==> src/design/fpas_pkg.sv <==
// Shared constants and types for the five-point average stencil.
// No dependencies; compiled first.
package fpas_pkg;

  localparam int CFG_BITS       = 9;
  localparam int CFG_INDEX_BITS = 1;

  localparam logic [CFG_INDEX_BITS-1:0] REG_GRID_WIDTH  = 1'b0;
  localparam logic [CFG_INDEX_BITS-1:0] REG_GRID_HEIGHT = 1'b1;

  localparam int RESET_DIM  = 150;
  localparam int MIN_DIM    = 3;
  localparam int POS_BITS   = 8;
  localparam int MEAN_TERMS = 5;

  localparam int DEFAULT_MAX_DIM     = 256;
  localparam int DEFAULT_SAMPLE_BITS = 16;

  typedef struct packed {
    logic                has_up;
    logic                has_cur;
    logic                interior;
    logic [POS_BITS-1:0] row;
    logic [POS_BITS-1:0] col;
  } pos_flags_t;

endpackage

==> src/design/fpas_if.sv <==


interface fpas_out_if import fpas_pkg::*; #(
  parameter int SAMPLE_BITS = DEFAULT_SAMPLE_BITS
);
  logic                   valid;
  logic                   ready;
  logic [SAMPLE_BITS-1:0] smoothed;
  logic [POS_BITS-1:0]    out_row;
  logic [POS_BITS-1:0]    out_col;
  logic                   last;

  modport source (output valid, output smoothed, output out_row, output out_col,
                  output last, input ready);
  modport sink (input valid, input smoothed, input out_row, input out_col,
                input last, output ready);
endinterface

==> src/design/fpas_emit.sv <==
// Result stage: divide-by-five of the neighborhood sum, up to two result
// beats per sample, output register. Depends on fpas_pkg and fpas_if.
module fpas_emit import fpas_pkg::*; #(
  parameter int SAMPLE_BITS = DEFAULT_SAMPLE_BITS,
  localparam int MAG_BITS = SAMPLE_BITS + 2
) (
  input  logic                   clk,
  input  logic                   rst,
  input  logic                   load,
  input  logic [MAG_BITS-1:0]    mag,
  input  logic                   neg,
  input  logic [SAMPLE_BITS-1:0] up_raw,
  input  logic [SAMPLE_BITS-1:0] cur,
  input  pos_flags_t             flags,
  output logic                   ready,
  fpas_out_if.source             filtered
);

  // floor(m / 5) == (m * ceil(2^(N+3) / 5)) >> (N+3) for any N-bit m
  localparam int SHIFT     = MAG_BITS + 3;
  localparam int PROD_BITS = 2 * MAG_BITS + 1;
  localparam logic [63:0] MAGIC_FULL =
    ((64'd1 << SHIFT) + 64'(MEAN_TERMS - 1)) / 64'(MEAN_TERMS);
  localparam logic [MAG_BITS:0] DIV_MAGIC = MAGIC_FULL[MAG_BITS:0];

  logic                   held, phase;
  logic [MAG_BITS-1:0]    h_mag;
  logic                   h_neg;
  logic [SAMPLE_BITS-1:0] h_up, h_cur;
  pos_flags_t             h_flags;

  logic                   out_valid, out_last;
  logic [SAMPLE_BITS-1:0] out_smoothed;
  logic [POS_BITS-1:0]    out_row, out_col;

  logic [PROD_BITS-1:0]   prod;
  logic [SAMPLE_BITS-1:0] quot, mean, up_val;
  logic                   piece_up, piece_last, empty, out_free, emit, done;

  always_comb begin
    prod       = PROD_BITS'(h_mag) * PROD_BITS'(DIV_MAGIC);
    quot       = prod[SHIFT +: SAMPLE_BITS];
    mean       = h_neg ? -quot : quot;
    up_val     = h_flags.interior ? mean : h_up;
    piece_up   = h_flags.has_up && !phase;
    piece_last = piece_up ? !h_flags.has_cur : 1'b1;
    empty      = !h_flags.has_up && !h_flags.has_cur;
    out_free   = !out_valid || filtered.ready;
    emit       = held && !empty && out_free;
    done       = held && (empty || (out_free && piece_last));
    ready      = !held || done;
  end

  always_ff @(posedge clk) begin
    if (rst) begin
      held      <= 1'b0;
      phase     <= 1'b0;
      out_valid <= 1'b0;
    end else begin
      if (load) begin
        held <= 1'b1;
      end else if (done) begin
        held <= 1'b0;
      end
      if (load) begin
        phase <= 1'b0;
      end else if (emit && !piece_last) begin
        phase <= 1'b1;
      end
      if (emit) begin
        out_valid <= 1'b1;
      end else if (filtered.ready) begin
        out_valid <= 1'b0;
      end
    end
  end

  always_ff @(posedge clk) begin
    if (load) begin
      h_mag   <= mag;
      h_neg   <= neg;
      h_up    <= up_raw;
      h_cur   <= cur;
      h_flags <= flags;
    end
    if (emit) begin
      out_smoothed <= piece_up ? up_val : h_cur;
      out_row      <= piece_up ? h_flags.row - POS_BITS'(1) : h_flags.row;
      out_col      <= h_flags.col;
      out_last     <= piece_last;
    end
  end

  assign filtered.valid    = out_valid;
  assign filtered.smoothed = out_smoothed;
  assign filtered.out_row  = out_row;
  assign filtered.out_col  = out_col;
  assign filtered.last     = out_last;

endmodule

==> src/flat_wrapper.sv <==
// flat-port wrapper written by rule: the top's interface ports become plain ports
module fpas_emit_flat import fpas_pkg::*;
#(
  parameter int SAMPLE_BITS = DEFAULT_SAMPLE_BITS,
  localparam int MAG_BITS = SAMPLE_BITS + 2
)
  (clk, rst, load, mag, neg, up_raw, cur, flags, ready, filtered_valid, filtered_smoothed, filtered_out_row, filtered_out_col, filtered_last, filtered_ready);
  fpas_out_if #(.SAMPLE_BITS(SAMPLE_BITS)) filtered_i ();
  input  logic clk;
  input  logic rst;
  input  logic load;
  input  logic [MAG_BITS-1:0] mag;
  input  logic neg;
  input  logic [SAMPLE_BITS-1:0] up_raw;
  input  logic [SAMPLE_BITS-1:0] cur;
  input  pos_flags_t flags;
  output logic ready;
  output wire logic [$bits(filtered_i.valid)-1:0] filtered_valid;
  output wire logic [$bits(filtered_i.smoothed)-1:0] filtered_smoothed;
  output wire logic [$bits(filtered_i.out_row)-1:0] filtered_out_row;
  output wire logic [$bits(filtered_i.out_col)-1:0] filtered_out_col;
  output wire logic [$bits(filtered_i.last)-1:0] filtered_last;
  input wire logic [$bits(filtered_i.ready)-1:0] filtered_ready;
  assign filtered_valid = filtered_i.valid;
  assign filtered_smoothed = filtered_i.smoothed;
  assign filtered_out_row = filtered_i.out_row;
  assign filtered_out_col = filtered_i.out_col;
  assign filtered_last = filtered_i.last;
  assign filtered_i.ready = filtered_ready;
  fpas_emit #(.SAMPLE_BITS(SAMPLE_BITS)) u_core (.clk(clk), .rst(rst), .load(load), .mag(mag), .neg(neg), .up_raw(up_raw), .cur(cur), .flags(flags), .ready(ready), .filtered(filtered_i));
endmodule
==> config.mk <==
export PLATFORM = sky130hd
export DESIGN_NAME = fpas_emit_flat
export DESIGN_NICKNAME = d
export VERILOG_FILES = /design/src/design/fpas_pkg.sv /design/src/design/fpas_if.sv /design/src/design/fpas_emit.sv /design/src/flat_wrapper.sv
export SDC_FILE = /design/constraint.sdc
export NUM_CORES = 1
export LEC_CHECK = 0
export BUFFER_PORTS_ARGS = -buffer_cell sky130_fd_sc_hd__buf_2
export CELL_PAD_IN_SITES_DETAIL_PLACEMENT = 1
export CELL_PAD_IN_SITES_GLOBAL_PLACEMENT = 1
export CORE_MARGIN = 2
export CORE_UTILIZATION = 48
export DETAILED_ROUTE_END_ITERATION = 8
export PLACE_DENSITY = 0.83
export RECOVER_POWER = 50
export SYNTH_ARGS = -nofsm -noshare
export SYNTH_HDL_FRONTEND = slang
export SYNTH_SLANG_ARGS = --single-unit
==> constraint.sdc <==
create_clock -name clk -period 8 [get_ports clk]
set_input_delay 1.2 -clock clk [delete_from_list [all_inputs] [get_ports clk]]
set_output_delay 1.2 -clock clk [all_outputs]
set_load 0.01 [all_outputs]
==> impl_metrics.toml <==
[status]
status = "complete, but fails checks"
failed_checks = "max-capacitance violations, max-slew violations"

[placement]
dp_slack_ns = 0.5622
gp_congestion = 0.9273
io_buffers = 108
hpwl_mm = 21.61

[timing]
worst_pin_slew_ns = 4.256
finClkSkew_ns = 0.01433
report.final.setup_viol = 0
holdWs_ns = 0.4374
hold_viol_final = 0
slew_violations = 73
rsz0062_at_grt = "false"
min_period_ns = 7.511
fin_ws_ns = 0.4890
setup-tns-final_ns = 0
max_freq_ghz = 0.1331
finalCritPeriodShare_pct = 93.89
relSlewSlack_pct = -183.8

[clock_tree]
cts_made_buffers = 9
cts_sinks = 106
clk_latency_ns = 0.37
postCtsSetupBuffers = 0
cts.htree.levels = 3
cts_hold_buf = 0
clk_pin_slew_ns = 0.08
cts_buffer_depth = 2
cts_resized = 0
cts_tree = "done"
cts-root-buf = "clkbuf_16"

[synthesis]
yosysWarnings = 0
synth.yosys.seq_area_share_pct = 32.38
netlist_instances = 896
synth_nets = 1196
synth-seq-cells = 106
syn_area_per_cell_um2 = 10.87
syn-cell-area_mm2 = 0.009737
synth_top_area_share_pct = 31.77
synth_top_area_cell = "edfxtp_1"
synth_edf_count = 103
postSynth.asyncResetShare_pct = 0
ys_types = 67
yosys-top-cells-area = "edfxtp_1 (32%), fa_1 (20%), ha_1 (16%)"
ys.flop_type = "edfxtp_1"

[cells_and_area]
regArea_mm2 = 0.003153
layout.cells.most_common_list = "inv_1 (189), ha_1 (126), edfxtp_1 (103), fa_1 (99), buf_2 (84)"
n_fill_cell = 2232
diodes = 0
final_common_cell = "inv_1"
nNetsFinal = 1300
multi_input_area_mm2 = 0.005797
drive_above_1_share_pct = 12.44
syn2layout_area_growth_pct = 11.19

[routing]
drt_first_pass_iters = 7
drc = 0
route.final.wire_length_mm = 26.72
wl_per_cell_um = 20.95
ant_nets = 0
dr.first_iter.drc_count = 349
num_vias = 7103
viasPerCell = 5.571

[worst_setup_path]
path_class = "flip-flop to flip-flop"
worst-path-max-fanout = 12
worstPathArrival_ns = 7.62
startpoint_type = "flip-flop"
required_ns = 8.11
end_kind = "flip-flop"

[die]
ios = 109
die_w_um = 146.4
die_area_mm2 = 0.02144
rows = 52
die_h_um = 146.4
core_mm2 = 0.02004
start_util_pct = 48.59

[run]
cap_violations = 1

[global_routing]
grt_usage_pct = 26.07
antenna_found_initial = 0
grt_pass1_vias = 8021
gr-total-overflow = 0
grt_pass1_wl_mm = 42.88
grt_max_degree = 73

[hold_path]
worstHoldPathType = "flip-flop to flip-flop"
-- cell families after synthesis --
group | synth area share, %
and+or+nand+nor | 8.481
AOI/OAI and AO/OA | 11.53
muxes | 1.028
xor gates and xnor gates | 1.709
DFF | 32.38
buffers and inverters | 8.198
adders and majority gates | 36.67
-- worst max-delay path: stages (launching register included) --
cell and delay (ns):
edfxtp_1 0.45, inv_1 0.07, ha_1 0.28, inv_1 0.10, fa_1 0.62, inv_1 0.09
fa_1 0.57, inv_1 0.08, fa_1 0.51, inv_1 0.07, fa_1 0.53, fa_1 0.57
inv_1 0.05, ha_2 0.44, nand4_1 0.30, a2111oi_1 0.60, nand2_1 0.14, o221a_2 0.33
a2111oi_2 0.48, nand4_1 0.31, o211a_1 0.31, a311oi_1 0.26, o21ai_1 0.11
-- layer usage --
| layer | wire length [µm] | part of all wire (%) | GRT usage [%] |
|---|---|---|---|
| met1 | 10630 | 40 | 31.49 |
| met3 | 1247 | 4.7 | 5.219 |
| met4 | 886 | 3.3 | 8.932 |
| met2 | 13950 | 52 | 46.60 |
| met5 | 0 | 0 | 0 |
-- per-stage QoR --
step	cells	instance area (µm²)	util, %
2_1_floorplan	896	9737	-
3_3_place_gp	1259	10560	52.72
3_5_place_dp	1259	10560	52.72
4_1_cts	1275	10860	54.21
5_1_grt	1275	10830	54.03
6_report	1275	10830	54.03
-- sequential cells by signal (all words and copies together) (netlist names) --
signal	flops
u_core.filtered.out_col	8
u_core.held	1
u_core.filtered.last	1
u_core.filtered.out_row	8
u_core.filtered.smoothed	16
u_core.phase	1
u_core.h_cur	16
u_core.h_flags	19
u_core.filtered.valid	1
u_core.h_mag	18
u_core.h_up	16
u_core.h_neg	1
-- Yosys cell counts (4+ instances only) --
cell	number
o21ai_1	6
a21o_1	16
clkbuf_1	12
o21ai_0	30
a31oi_1	8
mux2i_1	10
o31ai_1	5
nand2_1	51
nor3_1	9
and3_1	9
inv_1	189
xor2_1	5
ha_1	127
and2_1	4
a21oi_1	43
nor2_1	35
edfxtp_1	103
nand3_1	13
o211ai_1	6
o21a_1	5
or3_1	4
buf_2	5
fa_1	99
xnor2_1	14
nand2b_1	8
nand4_1	10
a211oi_1	7
a311oi_1	4
nor2b_1	5
-- area by class of cell --
cell class                      instances  area share (%)
Clock buffer                            9           2.080
Clock inverter                          7          0.6934
Inverter                              191           6.622
Multi-Input combinational cell        581           53.54
Sequential cell                       106           29.12
Tap cell                              270           3.120
Timing Repair Buffer                  111           4.819
-- worst paths after layout --
check / from / end / slack, ns / cells past startpoint
setup / recovery: u_core.h_mag[7] / u_core.filtered.smoothed[12] / 0.49 / 22
hold / removal: u_core.h_flags[4] / u_core.filtered.out_col[4] / 0.44 / 0
setup reg to reg: u_core.h_mag[7] / u_core.filtered.smoothed[12] / 0.49 / 22
hold reg to reg: u_core.h_flags[4] / u_core.filtered.out_col[4] / 0.44 / 0
Power is not shown: default switching activity piles up to over one toggle a cycle in this logic, so the estimate is an artifact.
