**src/design/fpas_pkg.sv**
```systemverilog
// Shared constants and types for the five-point average stencil.
// No dependencies; compiled first.
package fpas_pkg;

  localparam int CFG_BITS       = 9;
  localparam int CFG_INDEX_BITS = 1;

  localparam logic [CFG_INDEX_BITS-1:0] REG_GRID_WIDTH  = 1'b0;
  localparam logic [CFG_INDEX_BITS-1:0] REG_GRID_HEIGHT = 1'b1;

  localparam int RESET_DIM  = 150;
  localparam int MIN_DIM    = 3;
  localparam int POS_BITS   = 8;
  localparam int MEAN_TERMS = 5;

  localparam int DEFAULT_MAX_DIM     = 256;
  localparam int DEFAULT_SAMPLE_BITS = 16;

  typedef struct packed {
    logic                has_up;
    logic                has_cur;
    logic                interior;
    logic [POS_BITS-1:0] row;
    logic [POS_BITS-1:0] col;
  } pos_flags_t;

endpackage

```
**src/design/fpas_raster.sv**
```systemverilog
// Raster position tracker: row/column counters, dimension clamping and
// per-point border/interior flags. Depends on fpas_pkg.
module fpas_raster import fpas_pkg::*; #(
  parameter int MAX_DIM = DEFAULT_MAX_DIM,
  localparam int AW = $clog2(MAX_DIM)
) (
  input  logic                clk,
  input  logic                rst,
  input  logic                advance,
  input  logic [CFG_BITS-1:0] grid_width,
  input  logic [CFG_BITS-1:0] grid_height,
  output pos_flags_t          flags,
  output logic [AW-1:0]       col,
  output logic [AW-1:0]       col_right
);

  localparam int DW = AW + 1;
  localparam int CW = (DW > CFG_BITS) ? DW : CFG_BITS;

  logic [AW-1:0] row_count, row_count_next;
  logic [AW-1:0] col_count, col_count_next;
  logic [AW-1:0] r0, c0;
  logic [DW-1:0] w, h, row_step, col_step, row_inc;
  logic          col_wrap, row_end;

  function automatic logic [DW-1:0] clamp_dim(input logic [CFG_BITS-1:0] v);
    logic [CW-1:0] e;
    logic [CW-1:0] r;
    e = CW'(v);
    if (e < CW'(MIN_DIM)) begin
      r = CW'(MIN_DIM);
    end else if (e > CW'(MAX_DIM)) begin
      r = CW'(MAX_DIM);
    end else begin
      r = e;
    end
    return DW'(r);
  endfunction

  always_comb begin
    w = clamp_dim(grid_width);
    h = clamp_dim(grid_height);
    // counters past a shrunken dimension start a new row / grid
    col_wrap = DW'(col_count) >= w;
    c0       = col_wrap ? '0 : col_count;
    row_step = col_wrap ? DW'(row_count) + DW'(1) : DW'(row_count);
    r0       = (row_step >= h) ? '0 : row_step[AW-1:0];

    col_step = DW'(c0) + DW'(1);
    row_inc  = DW'(r0) + DW'(1);
    row_end  = col_step >= w;

    col_count_next = row_end ? '0 : col_step[AW-1:0];
    if (!row_end) begin
      row_count_next = r0;
    end else if (row_inc >= h) begin
      row_count_next = '0;
    end else begin
      row_count_next = row_inc[AW-1:0];
    end

    flags.has_up   = r0 != '0;
    flags.has_cur  = DW'(r0) == (h - DW'(1));
    flags.interior = (r0 >= AW'(2)) && (c0 != '0) && !row_end;
    flags.row      = POS_BITS'(r0);
    flags.col      = POS_BITS'(c0);

    col       = c0;
    col_right = col_step[AW-1:0];
  end

  always_ff @(posedge clk) begin
    if (rst) begin
      row_count <= '0;
      col_count <= '0;
    end else if (advance) begin
      row_count <= row_count_next;
      col_count <= col_count_next;
    end
  end

endmodule

```
**config.mk**
```make
export PLATFORM = sky130hd
export DESIGN_NAME = fpas_raster
export DESIGN_NICKNAME = d
export VERILOG_FILES = /design/src/design/fpas_pkg.sv /design/src/design/fpas_raster.sv
export SDC_FILE = /design/constraint.sdc
export NUM_CORES = 1
export LEC_CHECK = 0
export ABC_AREA = 1
export BUFFER_PORTS_ARGS = -buffer_cell sky130_fd_sc_hd__buf_2
export CORE_UTILIZATION = 50
export CTS_CLUSTER_SIZE = 16
export DETAILED_ROUTE_END_ITERATION = 8
export HOLD_SLACK_MARGIN = 0.1
export PLACE_DENSITY = 0.76
export RECOVER_POWER = 50
export SETUP_SLACK_MARGIN = 0.3
export SLEW_MARGIN = 20
export SYNTH_ARGS = -nofsm -noshare
export SYNTH_HDL_FRONTEND = slang
export SYNTH_SLANG_ARGS = --single-unit
```
**constraint.sdc**
```tcl
create_clock -name clk -period 6 [get_ports clk]
set_clock_uncertainty 0.1 [all_clocks]
set_input_delay 0.6 -clock clk [delete_from_list [all_inputs] [get_ports clk]]
set_output_delay 0.6 -clock clk [all_outputs]
set_load 0.03 [all_outputs]
```
==> reports/summary.txt, run 1 <==
CP Buf/Inv Count - 7
Die height - 79.19 µm
Commonest cells after routing, fill and taps aside - nand2_1, inv_1, buf_4, buf_2, ha_1
Dpl cell area - 3457 µm²
Syn_nets - 538
Least-Margin Pin Slew - 0.8532 ns
Worst path top cell family by delay - simple AND/OR/NAND/NOR gates
Slew Viols, Final - 0
Reg clk slew, reported paths - 0.06 ns
Nets - 620
Status - complete, no violations
Avg Cell Area, Syn - 6.272 µm²
Clk sinks - 16
CP Launch Type - input pin
Worst hold path class - register to register
Ports - 56
Die ar. - 6271 µm²
Setup TNS - 0 ns
Slowest cell on crit path - or3b_4
Share of layout cells above drive strength 1 - 30.63%
Initial core utilization - 53.12%
Register bit total from synthesis - 16
Power Total - 618.6 µW
Synth Warn # - 0
Max clock buf depth - 2
Drt via density - 5.612
Hold Startpoint - col_count[0]
WHS - 0.3681 ns
Routed WL - 9824 µm
Clk root buf - clkbuf_8
RSZ-0062 raised after global routing - yes
Max Cap Violations - 0
CTS tree - yes
Top_reg_cell synth - dfxtp_1
Post-synth EDFFs - 0
Routed Antenna Nets - 0
Critical path class - input pin to register
Antenna violations before repair - 0
Critical Path Fanout Max - 5
Sequential area share after synthesis - 10.75%
Aggregate global routing overflow - 0
Syn Inst Count - 475
LEAKAGE - 0.001996 µW
ANT cells - 0
Residual DRC - 0
Vias in the first global route - 2970
Start point of the critical path - grid_width[6]
Pwr per Cell Area - 154.8 nW/µm²
Commonest non-fill, non-tap cell in the layout - nand2_1
WP data required - 6.03 ns
Synthesized area - 2979 µm²
CTS Hold Bufs - 0
GRT Resource Usage Total - 28.75%
Insertion delay to the later sink of the worst-skew pair - 0.25 ns
First-pass GRT wire length - 14210 µm
Crit path largest cell delay - 0.39 ns
Worst r2r src - col_count[3]
Fmax - 174.4 MHz
Async SR Flop Fraction - 0%
# rows - 27
DR iter-0 viols - 312
GP Congestion - 0.9160
WL/cell - 15.67 µm
Die width - 79.19 µm
Tcrit/Tclk final - 95.54%
Vias - 3519
Port Buf Inserts - 55
P&R area growth vs syn - 34.10%
Final setup viols - 0
Unique masters post-synth - 45
Slew headroom - 42.60%
Final hold violation count - 0
Setup crit end kind - register
VDD IR max - 0.0001034 V
Core ar. - 5608 µm²
Fin crit period - 5.732 ns
Critical Path AT - 5.76 ns
Largest net degree at the start of global routing - 14
H-tree Lvls - 1
DP Wirelength - 7110 µm
CTS buffer count - 3
Design area - 3995 µm²
Pre-Repair DR Iteration Count - 5
-- logic make-up (layout without fill, tap and decap cells) --
family | after synthesis | in the layout | share of synthesized area (%)
fa+ha+maj | 42 | 42 | 17.64
compound gates | 62 | 62 | 11.55
simple gates | 248 | 249 | 41.58
buf+inv | 90 | 169 | 13.23
flops | 16 | 16 | 10.75
xor+xnor | 17 | 17 | 5.250
-- area by class of cell --
class	instances	area, µm²
Clock buffer	3	41.29
Fill cell	474	1613
Inverter	76	296.5
Multi-Input combinational cell	370	2686
Sequential cell	16	320.3
Tap cell	72	90.09
Timing Repair Buffer	90	560.5
-- power breakdown --
group	switching [µW]	internal, µW	leakage (µW)	total (µW)
Clock	35.4	44.5	0.0000216	79.8
Sequential	8.57	111	0.000130	120
Combinational	256	163	0.00184	419
-- synthesized netlist by cell type (2+ instances only) --
| master | number | area share [%] |
|---|---|---|
| a21oi_1 | 30 | 5.0 |
| and2_1 | 4 | 0.84 |
| buf_4 | 9 | 2.3 |
| clkbuf_1 | 3 | 0.38 |
| clkinv_1 | 2 | 0.25 |
| dfxtp_1 | 16 | 11 |
| ha_1 | 42 | 18 |
| inv_1 | 68 | 8.6 |
| inv_2 | 4 | 0.50 |
| inv_4 | 2 | 0.42 |
| nand2_1 | 132 | 17 |
| nand2_2 | 5 | 1.0 |
| nand2_4 | 2 | 0.76 |
| nand3_1 | 24 | 4.0 |
| nand3_2 | 2 | 0.67 |
| nand3_4 | 2 | 1.2 |
| nand3b_1 | 2 | 0.50 |
| nand4_1 | 17 | 3.6 |
| nor2_1 | 33 | 4.2 |
| nor2_2 | 3 | 0.63 |
| nor2_4 | 7 | 2.6 |
| nor2_8 | 2 | 1.3 |
| nor3_1 | 6 | 1.0 |
| nor4_1 | 2 | 0.42 |
| o21a_1 | 3 | 0.76 |
| o21ai_0 | 17 | 2.9 |
| o21ai_1 | 3 | 0.50 |
| o21ai_2 | 2 | 0.59 |
| xnor2_1 | 3 | 0.88 |
| xor2_1 | 13 | 3.8 |
-- worst min-delay path, cell delays in order, from the launching register on --
cell	delay [ns]
dfxtp_1	0.31
nand2_1	0.06
a21oi_1	0.06
-- what timing repair did --
item                                    CTS  global route
gates cloned                              0             1
gates resized for setup                   2            61
setup buffers                             6            22
endpoints found under the setup margin   10            10
pin swaps                                 3            40
-- path summary, 6_finish.rpt --
path / endpoint / slack [ns] / cells past startpoint
setup / recovery: row_count[0] / 0.27 / 36
hold / removal: col_count[0] / 0.37 / 2
setup reg to reg: row_count[0] / 1.05 / 30
hold reg to reg: col_count[0] / 0.37 / 2
-- layer usage --
metal / up-vias / wire (µm) / GRT usage [%] / part of all wire (%)
met5: - / 0 / 0 / 0
met4: 0 / 174 / 8.000 / 1.8
met3: 24 / 785 / 4.023 / 8.0
met2: 168 / 4594 / 45.09 / 47
met1: 1627 / 4270 / 40.56 / 43
li1: 1700 / - / - / -
-- registers in the layout, indices dropped and copies added, names as in the netlist --
name       flops
col_count      8
row_count      8
-- metrics by stage --
| step | instances | worst slack (ns) | util [%] |
|---|---|---|---|
| detailed placement | 595 | -0.08770 | 61.65 |
| CTS | 604 | 0.3041 | 63.32 |
| floorplan | 475 | 0.3137 | - |
| finish | 627 | 0.2675 | 71.24 |
| global placement | 595 | 0.02405 | 61.65 |
| global route | 627 | -0.1166 | 71.24 |
(Power assumes the default switching activity.)
==> run 2: changes to the inputs <==
--- a/config.mk
+++ b/config.mk
@@ -8,6 +8,7 @@
 export ABC_AREA = 1
 export BUFFER_PORTS_ARGS = -buffer_cell sky130_fd_sc_hd__buf_2
 export CORE_UTILIZATION = 50
+export CTS_BUF_LIST = sky130_fd_sc_hd__clkbuf_16
 export CTS_CLUSTER_SIZE = 16
 export DETAILED_ROUTE_END_ITERATION = 8
 export HOLD_SLACK_MARGIN = 0.1
==> reports/summary.txt, run 2 (synthesis gave the netlist of run 1 again) <==
Share of layout cells above drive strength 1 - 33.03% (+2.4 points)
Clk sinks - 16 (unchanged)
CP Buf/Inv Count - 6 (-1)
Setup crit end kind - register
Die width - 79.19 µm (unchanged)
LEAKAGE - 0.002038 µW (+2.1%)
Insertion delay to the later sink of the worst-skew pair - 0.24 ns (about the same)
CTS tree - yes
Critical Path Fanout Max - 5 (unchanged)
Nets - 622 (+0.32%)
DP Wirelength - 7110 µm (unchanged)
Drt via density - 5.638 (+0.45%)
Die ar. - 6271 µm² (unchanged)
Worst setup margin - 0.2049 ns (-0.06270 ns)
Pwr per Cell Area - 164.8 nW/µm² (+6.4%)
Slowest cell on crit path - or3b_4
Crit path largest cell delay - 0.39 ns (about the same)
Hold path depth - 2 (unchanged)
Antenna violations before repair - 0 (unchanged)
Hold Startpoint - col_count[0]
# rows - 27 (unchanged)
Fin crit period - 5.795 ns (+0.06270 ns)
Hold Path End - col_count[0]
Ports - 56 (unchanged)
Critical path's most frequent cell - nor2_4
Combinational fraction of design power - 63.3% (-4.4 points)
Commonest cells after routing, fill and taps aside - nand2_1, inv_1, buf_4, buf_2, ha_1
Critical Path AT - 5.82 ns (+0.06 ns)
Worst reg2reg path depth - 30 (unchanged)
Critical path class - input pin to register
Largest registers - col_count x8, row_count x8
Pre-Repair DR Iteration Count - 6 (+1)
Met2 Use GR - 46.38% (+1.3 points)
Final setup viols - 0 (unchanged)
First-pass GRT wire length - 14490 µm (+1.9%)
Sw Share - 45.85% (-2.6 points)
DR iter-0 viols - 301 (-3.5%)
Max Cap Violations - 0 (unchanged)
GRT Resource Usage Total - 29.36% (+0.60 points)
Vias in the first global route - 3028 (+2.0%)
ANT cells - 0 (unchanged)
GRT busiest layer - met2
Clock network fraction of total power - 18.8% (+5.9 points)
RSZ-0062 raised after global routing - yes
Power Total - 675.6 µW (+9.2%)
Initial core utilization - 53.12% (unchanged)
Sequential power share - 17.9% (-1.5 points)
Reg2reg setup slack - 1.02 ns (-0.03 ns)
Commonest non-fill, non-tap cell in the layout - nand2_1
Internal power - 365.8 µW (+15%)
Max clock buf depth - 2 (unchanged)
WP data required - 6.02 ns (about the same)
Reg clk slew, reported paths - 0.05 ns (about the same)
Largest net degree at the start of global routing - 14 (unchanged)
Routed WL - 10100 µm (+2.8%)
Worst r2r dst - row_count[0]
Fmax - 172.6 MHz (-1.1%)
WL/cell - 16.05 µm (+2.4%)
Net Sw Power - 309.8 µW (+3.4%)
Setup TNS - 0 ns (unchanged)
CTS buffer count - 3 (unchanged)
Met3 Use GR - 4.253% (+0.23 points)
Die height - 79.19 µm (unchanged)
Port Buf Inserts - 55 (unchanged)
P&R area growth vs syn - 37.63%
Status - complete, no violations
Clk root buf - clkbuf_16
Least-Margin Pin Slew - 0.6030 ns (-0.2501 ns)
GR Layer Usage met1 - 40.63% (+0.069 points)
Residual DRC - 0 (unchanged)
WHS - 0.3657 ns (-0.002440 ns)
Pre-CTS WS - -0.08770 ns (unchanged)
Slew headroom - 59.80% (+17 points)
Worst path top cell family by delay - simple AND/OR/NAND/NOR gates
Aggregate global routing overflow - 0 (unchanged)
VDD IR max - 0.0001582 V (+53%)
Final hold violation count - 0 (unchanged)
Dpl cell area - 3457 µm² (unchanged)
Worst hold path class - register to register
Worst r2r src - col_count[3]
Fill count - 442 (-6.8%)
Vias - 3546 (+0.77%)
Slew Viols, Final - 0 (unchanged)
Routed Antenna Nets - 0 (unchanged)
Tcrit/Tclk final - 96.59% (+1.0 points)
H-tree Lvls - 1 (unchanged)
CP Launch Type - input pin
Core ar. - 5608 µm² (unchanged)
GP Congestion - 0.9160 (unchanged)
Design area - 4100 µm² (+2.6%)
## run 2: changes by cell type in the layout (fill, tap and decap cells not counted), moves of 2 or more
cell | previous run | this run
a21oi_2 | 4 | 6
clkbuf_8 | 3 | 0
nand3_1 | 21 | 19
nor3_2 | 2 | 0
nand3_2 | 5 | 7
nand2_1 | 117 | 111
a21oi_1 | 26 | 24
clkbuf_16 | 0 | 3
inv_4 | 3 | 5
buf_2 | 30 | 32
nand2_2 | 15 | 21
## run 2: worst reg2reg max path: cells and delay by family, from the launching register on
kind            cells  cell delay (ns)
fa+ha+maj           4             0.99
simple gates       14             1.90
buf+inv             6             0.51
flops               1             0.49
compound gates      6             0.87
## run 2: layout make-up
type / instances / area [µm²] / area share (%)
multi-input combinational: 370 / 2730 / 66.59
timing repair buffer: 92 / 583.1 / 14.22
sequential: 16 / 320.3 / 7.812
inverter: 76 / 301.5 / 7.354
tap: 72 / 90.09 / 2.197
clock buffer: 3 / 75.07 / 1.831
## run 2: repair_timing
action,4_1_cts,5_1_grt
setup buffers,5,25
resized for setup,2,73
endpoints found under the setup margin,10,10
gates cloned,1,0
pin swaps,3,62
hold buffers,0,0
## run 2: how the worst max path moves through the flow
stage / from / to / depth (start not counted)
after global routing: grid_width[6] / row_count[0] / 36
final: grid_width[6] / row_count[0] / 34
after floorplan: grid_width[5] / flags[16] / 24
after global placement: grid_width[5] / row_count[6] / 34
after CTS: grid_width[5] / flags[17] / 30
after detailed placement: grid_width[5] / row_count[6] / 34
## run 2: layer usage
layer / up-vias / routed length, µm
li1: 1712 / -
met1: 1630 / 4269
met2: 176 / 4709
met3: 28 / 853
met4: 0 / 262
met5: - / 0
## run 2: metrics by stage
step	util [%]	cells
2_1_floorplan	-	475
3_3_place_gp	61.65	595
3_5_place_dp	61.65	595
4_1_cts	64.19	604
5_1_grt	73.11	629
6_report	73.11	629
## run 2: power by group through the flow
stage	Sequential [µW]	Clock, µW	Combinational [µW]
final	121	127	427
after global routing	121	134	462
after CTS	120	128	342
after detailed placement	122	0	331
after global placement	121	0	326
after floorplan	118	0	251
